$ cat src/rtl/core/ftc_pkg.sv
// ----------------------------------------------------------------------------
// ftc_pkg
// Shared constants, types and helpers of the force/torque calibration block.
// ----------------------------------------------------------------------------
`default_nettype none

package ftc_pkg;

	localparam int SAMPLE_BITS = 16;
	localparam int COEF_BITS   = 32;
	localparam int FRAC_BITS   = 16;

	localparam int CHANS      = 6;
	localparam int AXES       = 6;
	localparam int COEF_DEPTH = AXES * CHANS;
	localparam int COEF_AW    = $clog2(COEF_DEPTH);
	localparam int IDX_W      = 3;
	localparam int OUT_W      = 32;
	localparam int DIFF_W     = SAMPLE_BITS + 1;
	localparam int PROD_W     = DIFF_W + COEF_BITS;
	localparam int SUM_W      = PROD_W + $clog2(CHANS);
	localparam int ACC_W      = (SUM_W > OUT_W) ? SUM_W : OUT_W + 1;
	localparam int HI_W       = ACC_W - OUT_W + 1;

	localparam logic [IDX_W-1:0] LAST_COL = IDX_W'(CHANS - 1);
	localparam logic [IDX_W-1:0] LAST_ROW = IDX_W'(AXES - 1);

	typedef enum logic [1:0] {
		OP_CONVERT = 2'd0,
		OP_CAPTURE = 2'd1,
		OP_WRITE   = 2'd2
	} op_t;

	typedef enum logic [1:0] {
		ST_IDLE,
		ST_ISSUE,
		ST_DRAIN,
		ST_DONE
	} state_t;

	typedef logic signed [DIFF_W-1:0]    diff_t;
	typedef logic signed [COEF_BITS-1:0] coef_t;
	typedef logic signed [OUT_W-1:0]     axis_val_t;

	typedef struct packed {
		logic             vld;
		logic [IDX_W-1:0] row;
		logic [IDX_W-1:0] col;
	} tap_t;

	typedef struct packed {
		logic             vld;
		logic [IDX_W-1:0] row;
		axis_val_t        value;
		logic             clip;
	} axis_t;

	function automatic logic [COEF_AW-1:0] coef_addr(input logic [IDX_W-1:0] row,
		input logic [IDX_W-1:0] col);
		return COEF_AW'(row) * COEF_AW'(CHANS) + COEF_AW'(col);
	endfunction

endpackage

`default_nettype wire

$ cat src/rtl/core/force_torque_calibration.sv
// ----------------------------------------------------------------------------
// force_torque_calibration
// Six-channel strain-gauge to force/torque conversion with bias removal and a
// 6x6 signed fixed-point calibration matrix held in a coefficient memory.
// ----------------------------------------------------------------------------
// A convert beat reads 36 coefficients through the single memory read port and
// shared multiplier, then drains the pipeline and loads the output register.
// One convert is processed at a time, so the next beat is accepted only after
// the result of a convert is loaded into the output register, which waits while
// the previous result still sits there.
// Capture and write beats complete in the cycle they are accepted.
// Reset clears the bias registers and marks every coefficient as zero.
`default_nettype none

module force_torque_calibration (
	input  wire logic        clk,
	input  wire logic        arst_n,
	input  wire logic        item_valid,
	output logic             item_ready,
	input  wire logic [1:0]  operation,
	input  wire logic [15:0] channel_0,
	input  wire logic [15:0] channel_1,
	input  wire logic [15:0] channel_2,
	input  wire logic [15:0] channel_3,
	input  wire logic [15:0] channel_4,
	input  wire logic [15:0] channel_5,
	input  wire logic [2:0]  coef_row,
	input  wire logic [2:0]  coef_col,
	input  wire logic [31:0] coef_value,
	output logic             result_valid,
	input  wire logic        result_ready,
	output logic [31:0]      force_x,
	output logic [31:0]      force_y,
	output logic [31:0]      force_z,
	output logic [31:0]      torque_x,
	output logic [31:0]      torque_y,
	output logic [31:0]      torque_z,
	output logic             clipped
);

	typedef logic signed [ftc_pkg::SAMPLE_BITS-1:0] sample_t;

	ftc_pkg::state_t            state_q;
	ftc_pkg::state_t            state_d;
	logic                       accept;
	logic                       is_convert;
	logic                       is_capture;
	logic                       is_write;
	logic                       issue;
	logic                       issue_last;
	logic                       out_load;
	logic                       wr_ok;
	sample_t                    ch [ftc_pkg::CHANS];
	sample_t                    bias_q [ftc_pkg::CHANS];
	ftc_pkg::diff_t             diff_q [ftc_pkg::CHANS];
	logic [ftc_pkg::IDX_W-1:0]  rd_row_q;
	logic [ftc_pkg::IDX_W-1:0]  rd_col_q;
	ftc_pkg::tap_t              tap_s1;
	ftc_pkg::coef_t             coef_s1;
	ftc_pkg::axis_t             axis;
	ftc_pkg::axis_val_t         res_q [ftc_pkg::AXES];
	logic                       clip_q;
	ftc_pkg::axis_val_t         out_q [ftc_pkg::AXES];
	logic                       out_clip_q;
	logic                       result_valid_q;

	assign ch[0] = channel_0[ftc_pkg::SAMPLE_BITS-1:0];
	assign ch[1] = channel_1[ftc_pkg::SAMPLE_BITS-1:0];
	assign ch[2] = channel_2[ftc_pkg::SAMPLE_BITS-1:0];
	assign ch[3] = channel_3[ftc_pkg::SAMPLE_BITS-1:0];
	assign ch[4] = channel_4[ftc_pkg::SAMPLE_BITS-1:0];
	assign ch[5] = channel_5[ftc_pkg::SAMPLE_BITS-1:0];

	always_comb begin
		is_convert = 1'b0;
		is_capture = 1'b0;
		is_write   = 1'b0;
		unique case (operation)
			ftc_pkg::OP_CONVERT: is_convert = 1'b1;
			ftc_pkg::OP_CAPTURE: is_capture = 1'b1;
			ftc_pkg::OP_WRITE:   is_write   = 1'b1;
			default: begin
			end
		endcase
	end

	assign accept     = item_valid && item_ready;
	assign issue_last = (rd_row_q == ftc_pkg::LAST_ROW) && (rd_col_q == ftc_pkg::LAST_COL);
	assign wr_ok      = (coef_row <= ftc_pkg::LAST_ROW) && (coef_col <= ftc_pkg::LAST_COL);

	always_comb begin
		item_ready = 1'b0;
		issue      = 1'b0;
		out_load   = 1'b0;
		unique case (state_q)
			ftc_pkg::ST_IDLE:  item_ready = 1'b1;
			ftc_pkg::ST_ISSUE: issue      = 1'b1;
			ftc_pkg::ST_DRAIN: begin
			end
			ftc_pkg::ST_DONE:  out_load   = !result_valid_q || result_ready;
			default: begin
			end
		endcase
	end

	always_comb begin
		state_d = state_q;
		unique case (state_q)
			ftc_pkg::ST_IDLE: begin
				if (accept && is_convert) begin
					state_d = ftc_pkg::ST_ISSUE;
				end
			end
			ftc_pkg::ST_ISSUE: begin
				if (issue_last) begin
					state_d = ftc_pkg::ST_DRAIN;
				end
			end
			ftc_pkg::ST_DRAIN: begin
				if (axis.vld && (axis.row == ftc_pkg::LAST_ROW)) begin
					state_d = ftc_pkg::ST_DONE;
				end
			end
			ftc_pkg::ST_DONE: begin
				if (out_load) begin
					state_d = ftc_pkg::ST_IDLE;
				end
			end
			default: state_d = ftc_pkg::ST_IDLE;
		endcase
	end

	always_ff @(posedge clk or negedge arst_n) begin
		if (!arst_n) begin
			state_q        <= ftc_pkg::ST_IDLE;
			rd_row_q       <= '0;
			rd_col_q       <= '0;
			tap_s1         <= '0;
			result_valid_q <= 1'b0;
			clip_q         <= 1'b0;
			for (int i = 0; i < ftc_pkg::CHANS; i++) begin
				bias_q[i] <= '0;
			end
		end else begin
			state_q    <= state_d;
			tap_s1.vld <= issue;
			tap_s1.row <= rd_row_q;
			tap_s1.col <= rd_col_q;
			if (accept && is_convert) begin
				rd_row_q <= '0;
				rd_col_q <= '0;
				clip_q   <= 1'b0;
			end else if (issue) begin
				if (rd_col_q == ftc_pkg::LAST_COL) begin
					rd_col_q <= '0;
					rd_row_q <= rd_row_q + 1'b1;
				end else begin
					rd_col_q <= rd_col_q + 1'b1;
				end
			end
			if (axis.vld && axis.clip) begin
				clip_q <= 1'b1;
			end
			if (accept && is_capture) begin
				for (int i = 0; i < ftc_pkg::CHANS; i++) begin
					bias_q[i] <= ch[i];
				end
			end
			if (out_load) begin
				result_valid_q <= 1'b1;
			end else if (result_ready) begin
				result_valid_q <= 1'b0;
			end
		end
	end

	always_ff @(posedge clk) begin
		if (accept && is_convert) begin
			for (int i = 0; i < ftc_pkg::CHANS; i++) begin
				diff_q[i] <= ftc_pkg::DIFF_W'(ch[i]) - ftc_pkg::DIFF_W'(bias_q[i]);
			end
		end
		if (axis.vld) begin
			res_q[axis.row] <= axis.value;
		end
		if (out_load) begin
			for (int i = 0; i < ftc_pkg::AXES; i++) begin
				out_q[i] <= res_q[i];
			end
			out_clip_q <= clip_q;
		end
	end

	ftc_coef_mem u_coef_mem (
		.clk     (clk),
		.arst_n  (arst_n),
		.wr_en   (accept && is_write && wr_ok),
		.wr_addr (ftc_pkg::coef_addr(coef_row, coef_col)),
		.wr_data (coef_value[ftc_pkg::COEF_BITS-1:0]),
		.rd_en   (issue),
		.rd_addr (ftc_pkg::coef_addr(rd_row_q, rd_col_q)),
		.rd_data (coef_s1)
	);

	ftc_mac u_mac (
		.clk     (clk),
		.arst_n  (arst_n),
		.tap_s1  (tap_s1),
		.coef_s1 (coef_s1),
		.diff    (diff_q),
		.axis    (axis)
	);

	assign result_valid = result_valid_q;
	assign force_x      = out_q[0];
	assign force_y      = out_q[1];
	assign force_z      = out_q[2];
	assign torque_x     = out_q[3];
	assign torque_y     = out_q[4];
	assign torque_z     = out_q[5];
	assign clipped      = out_clip_q;

	a_no_accept_while_busy: assert property (@(posedge clk) disable iff (!arst_n)
		(axis.vld || tap_s1.vld) |-> !item_ready)
		else $error("input accepted while a conversion is in flight");

	a_last_axis_to_done: assert property (@(posedge clk) disable iff (!arst_n)
		(axis.vld && (axis.row == ftc_pkg::LAST_ROW)) |=> (state_q == ftc_pkg::ST_DONE))
		else $error("last axis result did not complete the conversion");

	a_result_from_done: assert property (@(posedge clk) disable iff (!arst_n)
		$rose(result_valid_q) |-> $past(state_q == ftc_pkg::ST_DONE))
		else $error("result raised outside of the done state");

endmodule

`default_nettype wire

$ cat src/rtl/core/ftc_coef_mem.sv
// ----------------------------------------------------------------------------
// ftc_coef_mem
// Calibration coefficient memory with one write port and one registered read
// port. Per-entry valid bits make entries read as zero until first written.
// ----------------------------------------------------------------------------
`default_nettype none

module ftc_coef_mem (
	input  wire logic                         clk,
	input  wire logic                         arst_n,
	input  wire logic                         wr_en,
	input  wire logic [ftc_pkg::COEF_AW-1:0]  wr_addr,
	input  wire ftc_pkg::coef_t               wr_data,
	input  wire logic                         rd_en,
	input  wire logic [ftc_pkg::COEF_AW-1:0]  rd_addr,
	output ftc_pkg::coef_t                    rd_data
);

	ftc_pkg::coef_t                    mem [ftc_pkg::COEF_DEPTH];
	logic [ftc_pkg::COEF_DEPTH-1:0]    vld_q;
	ftc_pkg::coef_t                    rd_data_q;
	logic                              rd_vld_q;

	always_ff @(posedge clk) begin
		if (wr_en) begin
			mem[wr_addr] <= wr_data;
		end
		if (rd_en) begin
			rd_data_q <= mem[rd_addr];
		end
	end

	always_ff @(posedge clk or negedge arst_n) begin
		if (!arst_n) begin
			vld_q    <= '0;
			rd_vld_q <= 1'b0;
		end else begin
			if (wr_en) begin
				vld_q[wr_addr] <= 1'b1;
			end
			if (rd_en) begin
				rd_vld_q <= vld_q[rd_addr];
			end
		end
	end

	assign rd_data = rd_vld_q ? rd_data_q : '0;

endmodule

`default_nettype wire

$ cat src/rtl/core/ftc_mac.sv
// ----------------------------------------------------------------------------
// ftc_mac
// Shared multiply-accumulate pipeline: selects the channel difference, forms
// the product, sums one row, then floors, shifts and saturates the axis.
// ----------------------------------------------------------------------------
`default_nettype none

module ftc_mac (
	input  wire logic            clk,
	input  wire logic            arst_n,
	input  wire ftc_pkg::tap_t   tap_s1,
	input  wire ftc_pkg::coef_t  coef_s1,
	input  wire ftc_pkg::diff_t  diff [ftc_pkg::CHANS],
	output ftc_pkg::axis_t       axis
);

	logic signed [ftc_pkg::PROD_W-1:0] prod_s2;
	ftc_pkg::tap_t                     tap_s2;
	logic signed [ftc_pkg::ACC_W-1:0]  acc_q;
	logic signed [ftc_pkg::ACC_W-1:0]  acc_sum;
	logic signed [ftc_pkg::ACC_W-1:0]  fin_s3;
	logic                              fin_vld_s3;
	logic [ftc_pkg::IDX_W-1:0]         fin_row_s3;
	logic signed [ftc_pkg::ACC_W-1:0]  shifted;
	logic [ftc_pkg::HI_W-1:0]          hi;
	logic                              ovf;
	ftc_pkg::axis_val_t                sat_val;
	ftc_pkg::axis_t                    axis_q;
	ftc_pkg::diff_t                    diff_sel;

	assign diff_sel = diff[tap_s1.col];

	always_ff @(posedge clk) begin
		prod_s2 <= diff_sel * coef_s1;
		if (tap_s2.vld) begin
			acc_q <= acc_sum;
		end
		fin_s3          <= acc_sum;
		fin_row_s3      <= tap_s2.row;
	end

	always_ff @(posedge clk or negedge arst_n) begin
		if (!arst_n) begin
			tap_s2     <= '0;
			fin_vld_s3 <= 1'b0;
			axis_q     <= '0;
		end else begin
			tap_s2       <= tap_s1;
			fin_vld_s3   <= tap_s2.vld && (tap_s2.col == ftc_pkg::LAST_COL);
			axis_q.vld   <= fin_vld_s3;
			axis_q.row   <= fin_row_s3;
			axis_q.value <= sat_val;
			axis_q.clip  <= ovf;
		end
	end

	always_comb begin
		acc_sum = ((tap_s2.col == '0) ? '0 : acc_q) + ftc_pkg::ACC_W'(prod_s2);
		shifted = fin_s3 >>> ftc_pkg::FRAC_BITS;
		hi      = shifted[ftc_pkg::ACC_W-1:ftc_pkg::OUT_W-1];
		ovf     = !((&hi) || (~|hi));
		if (!ovf) begin
			sat_val = shifted[ftc_pkg::OUT_W-1:0];
		end else if (shifted[ftc_pkg::ACC_W-1]) begin
			sat_val = {1'b1, {(ftc_pkg::OUT_W-1){1'b0}}};
		end else begin
			sat_val = {1'b0, {(ftc_pkg::OUT_W-1){1'b1}}};
		end
	end

	assign axis = axis_q;

endmodule

`default_nettype wire
$ cat config.mk
export PLATFORM = sky130hd
export DESIGN_NAME = force_torque_calibration
export DESIGN_NICKNAME = d
export VERILOG_FILES = /design/src/rtl/core/ftc_pkg.sv /design/src/rtl/core/force_torque_calibration.sv /design/src/rtl/core/ftc_coef_mem.sv /design/src/rtl/core/ftc_mac.sv
export SDC_FILE = /design/constraint.sdc
export NUM_CORES = 2
export LEC_CHECK = 0
export ABC_CLOCK_PERIOD_IN_PS = 19900
export BUFFER_PORTS_ARGS = -buffer_cell sky130_fd_sc_hd__buf_2
export CAP_MARGIN = 10
export CORE_MARGIN = 2
export CORE_UTILIZATION = 45
export CTS_BUF_LIST = sky130_fd_sc_hd__clkbuf_4
export CTS_CLUSTER_DIAMETER = 80
export DETAILED_ROUTE_END_ITERATION = 12
export GPL_TIMING_DRIVEN = 0
export HOLD_SLACK_MARGIN = 0.12
export PLACE_DENSITY = 0.63
export SYNTH_ARGS = -nofsm -noshare
export SYNTH_HDL_FRONTEND = slang
export SYNTH_SLANG_ARGS = --single-unit
$ cat constraint.sdc
create_clock -name clk -period 19.9 [get_ports clk]
set_input_delay 0.995 -clock clk [delete_from_list [all_inputs] [get_ports clk]]
set_output_delay 0.995 -clock clk [all_outputs]
set_load 0.05 [all_outputs]
==> flow_summary.toml <==
[pwr]
p_sw_mw = 1.86
netSwitchingFraction_pct = 21.7
combPwrFrac_pct = 4.2
power_frac_seq_pct = 53.5
peakVddDrop_uv = 69.7
p_clk_share_pct = 42.3
p_total_mw = 8.57
p_leak_nw = 43.0
power_density_nw_per_um2 = 76.9
p_int_mw = 6.71

[critical_path]
slowest_stage = "o21ai_1"
required_ns = 21.07
worstReg2RegEnd = "u_mac.prod_s2[48]"
path_depth = 29
cp_top_family = "adder cells"
crit_path_end = "u_mac.prod_s2[48]"
crit_buf_inv = 9
cpMostUsedCell = "fa_1"
worst_setup_path_end_kind = "register"
reg2reg_from = "tap_s1[0]"
cp-start-kind = "register"
critical-path-max-stage-delay_ns = 0.83
crit_fanout = 10
rrSetupSlack_ns = 9.70
worstSetupPathType = "register to register"
cp.arrival_ns = 11.37
reg2reg_depth = 29
crit_start = "tap_s1[0]"

[synth]
avgSynthCellArea_sq_um = 15.7
synth_edf_count = 1723
syn_area_sq_um = 96700
synth.most_common_cell = "edfxtp_1"
synth_warnings = 0
synth_ff_type = "edfxtp_1"
synthesis.nets = 7121
ys_top_cells_by_count = "edfxtp_1 (1723), inv_1 (679), fa_1 (532)"
synthArstFlopShare_pct = 9.72
synth_cell_types = 83
synthTopCellsByArea = "edfxtp_1 (53%), fa_1 (11%), mux4_2 (8.8%)"
netlist_instances = 6170
synth-seq-cells = 2006
synth_top_area_share_pct = 53.5
yosysSeqAreaShare_pct = 60.3
synth_largest_area_cell = "edfxtp_1"

[finish]
areaGrowthSynthToFinish_pct = 15.3
register_area_sq_um = 58400
fill_cells = 17800
drive_gt1_share_pct = 24.0
nets = 8187
multi_input_area_sq_um = 35200
post_layout_nonfiller_instances = 10400
final_core_util_pct = 52.1
fin_area_sq_um = 112000

[timing]
finalCritPeriodShare_pct = 51.2
max_slew.worst_pin.slew_ns = 1.32
fin_crit_ns = 10.20
hold_viol_final = 0
skew_ns = 0.124
rsz0062_at_grt = "false"
fmax_mhz = 98.1
setup_ws_ns = 9.70
finalSetupTns_ns = 0
holdWs_ns = 0.324
finalSetupViolCount = 0
maxSlewViolCount = 0
slew_headroom_pct = 11.1

[clock_tree]
cts_made_buffers = 537
clk_pin_slew_ns = 0.06
insertion_delay_ns = 1.37
clock_tree.buffer_depth = 4
htreeDepth = 6
ctsRootBufferMaster = "clkbuf_4"
cts_sinks = 2006
cts_tree = "built"
cts_setup_buffers = 0

[floorplanning]
fp.dieH_um = 468
dieWidth_um = 468
dieArea_sq_um = 219000
row_count = 170
start_util_pct = 45.2
ios = 335
core_sq_um = 214000

[drt]
first_pass_iters = 6
wirelength_mm = 234
vias = 55400
avgViaCountPerCell = 5.31
wire_per_inst_um = 22.4
drtIter0Drc = 4326
ant_nets = 0
dr_wl_met3_mm = 14.9
top_layer = "met4"
wl_met2_mm = 116
drcViolationCount = 0
met1Wirelength_mm = 95.0

[global_routing]
grt_pass1_wl_mm = 354
grt_max_degree = 107
grt_pass1_vias = 58500
antenna_found_initial = 7
grt-ovfl-total = 0
grtUsageTotal_pct = 21.6

[placed_design]
place_ws_ns = 9.78
gp_congestion = 0.947
io_buffers = 334
place_hpwl_mm = 172
placed_area_sq_um = 103000
place_inst = 9403

[run_status]
status = "completed"

[min_path]
holdCritPathClass = "register to register"

[flow_run]
cap_violations = 0
## registers in the layout (all words and copies together), names as in the netlist, 2 cells and up
signal                count
rd_row_q                  3
bias_q                   96
diff_q                  102
res_q                   192
u_coef_mem.mem         1152
u_coef_mem.vld_q         36
u_mac.fin_row_s3          3
out_q                   192
u_mac.axis               37
tap_s1                    7
state_q                   2
u_mac.fin_s3             36
u_coef_mem.rd_data_q     32
u_mac.acc_q              52
rd_col_q                  3
u_mac.prod_s2            49
u_mac.tap_s2              7
## worst min-delay path by stage
stage	slack (ns)	start	endpoint	cells past startpoint
5_1_grt	0.30	channel_1[5]	bias_q[69]	3
3_3_place_gp	0.32	u_mac.fin_row_s3[1]	u_mac.axis[34]	0
2_1_floorplan	0.32	u_mac.fin_row_s3[0]	u_mac.axis[33]	0
4_1_cts	0.24	channel_1[7]	bias_q[71]	3
6_report	0.32	tap_s1[4]	u_mac.tap_s2[4]	0
3_5_place_dp	0.32	u_mac.fin_row_s3[1]	u_mac.axis[34]	0
## layout make-up
| class | count | share of cell area [%] |
|---|---|---|
| Antenna cell | 12 | 0.0269 |
| Buffer | 224 | 0.779 |
| Clock buffer | 776 | 5.22 |
| Clock inverter | 108 | 0.806 |
| Inverter | 680 | 2.29 |
| Multi-Input combinational cell | 3260 | 31.6 |
| Sequential cell | 2006 | 52.3 |
| Tap cell | 2838 | 3.18 |
| Timing Repair Buffer | 527 | 3.77 |
## power by group through the flow
stage / registers (mW) / logic (mW) / clock network (mW)
3_5_place_dp: 4.67 / 0.341 / 0
3_3_place_gp: 4.67 / 0.320 / 0
6_report: 4.58 / 0.363 / 3.63
2_1_floorplan: 4.67 / 0.188 / 0
5_1_grt: 4.58 / 0.398 / 3.96
4_1_cts: 4.58 / 0.364 / 3.73
## cells by family (layout without fill, tap and decap cells)
family | Yosys count | after routing | share of synthesized area [%]
flops | 2006 | 2006 | 60.3
simple gates | 1201 | 1201 | 5.69
buf+inv | 904 | 2315 | 3.54
fa+ha+maj | 811 | 811 | 14.6
compound gates | 547 | 547 | 3.77
mux | 517 | 517 | 10.4
xor+xnor | 184 | 184 | 1.67
other cells | 0 | 12 | 0
## cells in the final DEF, fill, tap and decap left out, types with 46 or more instances in the layout
| cell type | Yosys | routed |
|---|---|---|
| edfxtp_1 | 1723 | 1723 |
| clkbuf_4 | 0 | 776 |
| inv_1 | 679 | 678 |
| fa_1 | 532 | 532 |
| nand2_1 | 436 | 436 |
| mux4_2 | 380 | 380 |
| buf_2 | 16 | 350 |
| nor2_1 | 355 | 318 |
| ha_1 | 279 | 278 |
| dfrtp_1 | 195 | 194 |
| clkbuf_1 | 152 | 152 |
| a21oi_1 | 134 | 134 |
| dlygate4sd3_1 | 0 | 131 |
| xnor2_1 | 129 | 129 |
| and2_1 | 128 | 127 |
| a21o_1 | 116 | 116 |
| o21ai_0 | 107 | 106 |
| dfxtp_1 | 88 | 88 |
| mux2_2 | 85 | 85 |
| clkinv_1 | 1 | 61 |
| xor2_1 | 54 | 54 |
| buf_1 | 54 | 53 |
| mux2i_1 | 52 | 52 |
| nor2b_1 | 46 | 46 |
## worst register-to-register path: cells and delay by family, from the launching register on
kind	cells	cell delay (ns)
buffers and inverters	9	2.45
adders and majority gates	7	3.37
and+or+nand+nor	3	0.77
AOI/OAI and AO/OA	8	2.62
muxes	1	0.13
xor gates and xnor gates	1	0.33
DFF	1	0.36
## metal layers
layer / GRT usage [%] / up-vias
met4: 8.03 / 0
li1: - / 24600
met1: 27.8 / 28300
met3: 4.32 / 402
met2: 36.4 / 2038
met5: 0 / -
## repair_timing
item | CTS | global route
setup endpoints to repair | 0 | 0
resized for setup | 0 | 0
hold buffers | 131 | 0
hold endpoints to repair | 1167 | 0
No activity file was read; power rests on OpenSTA's default activity.
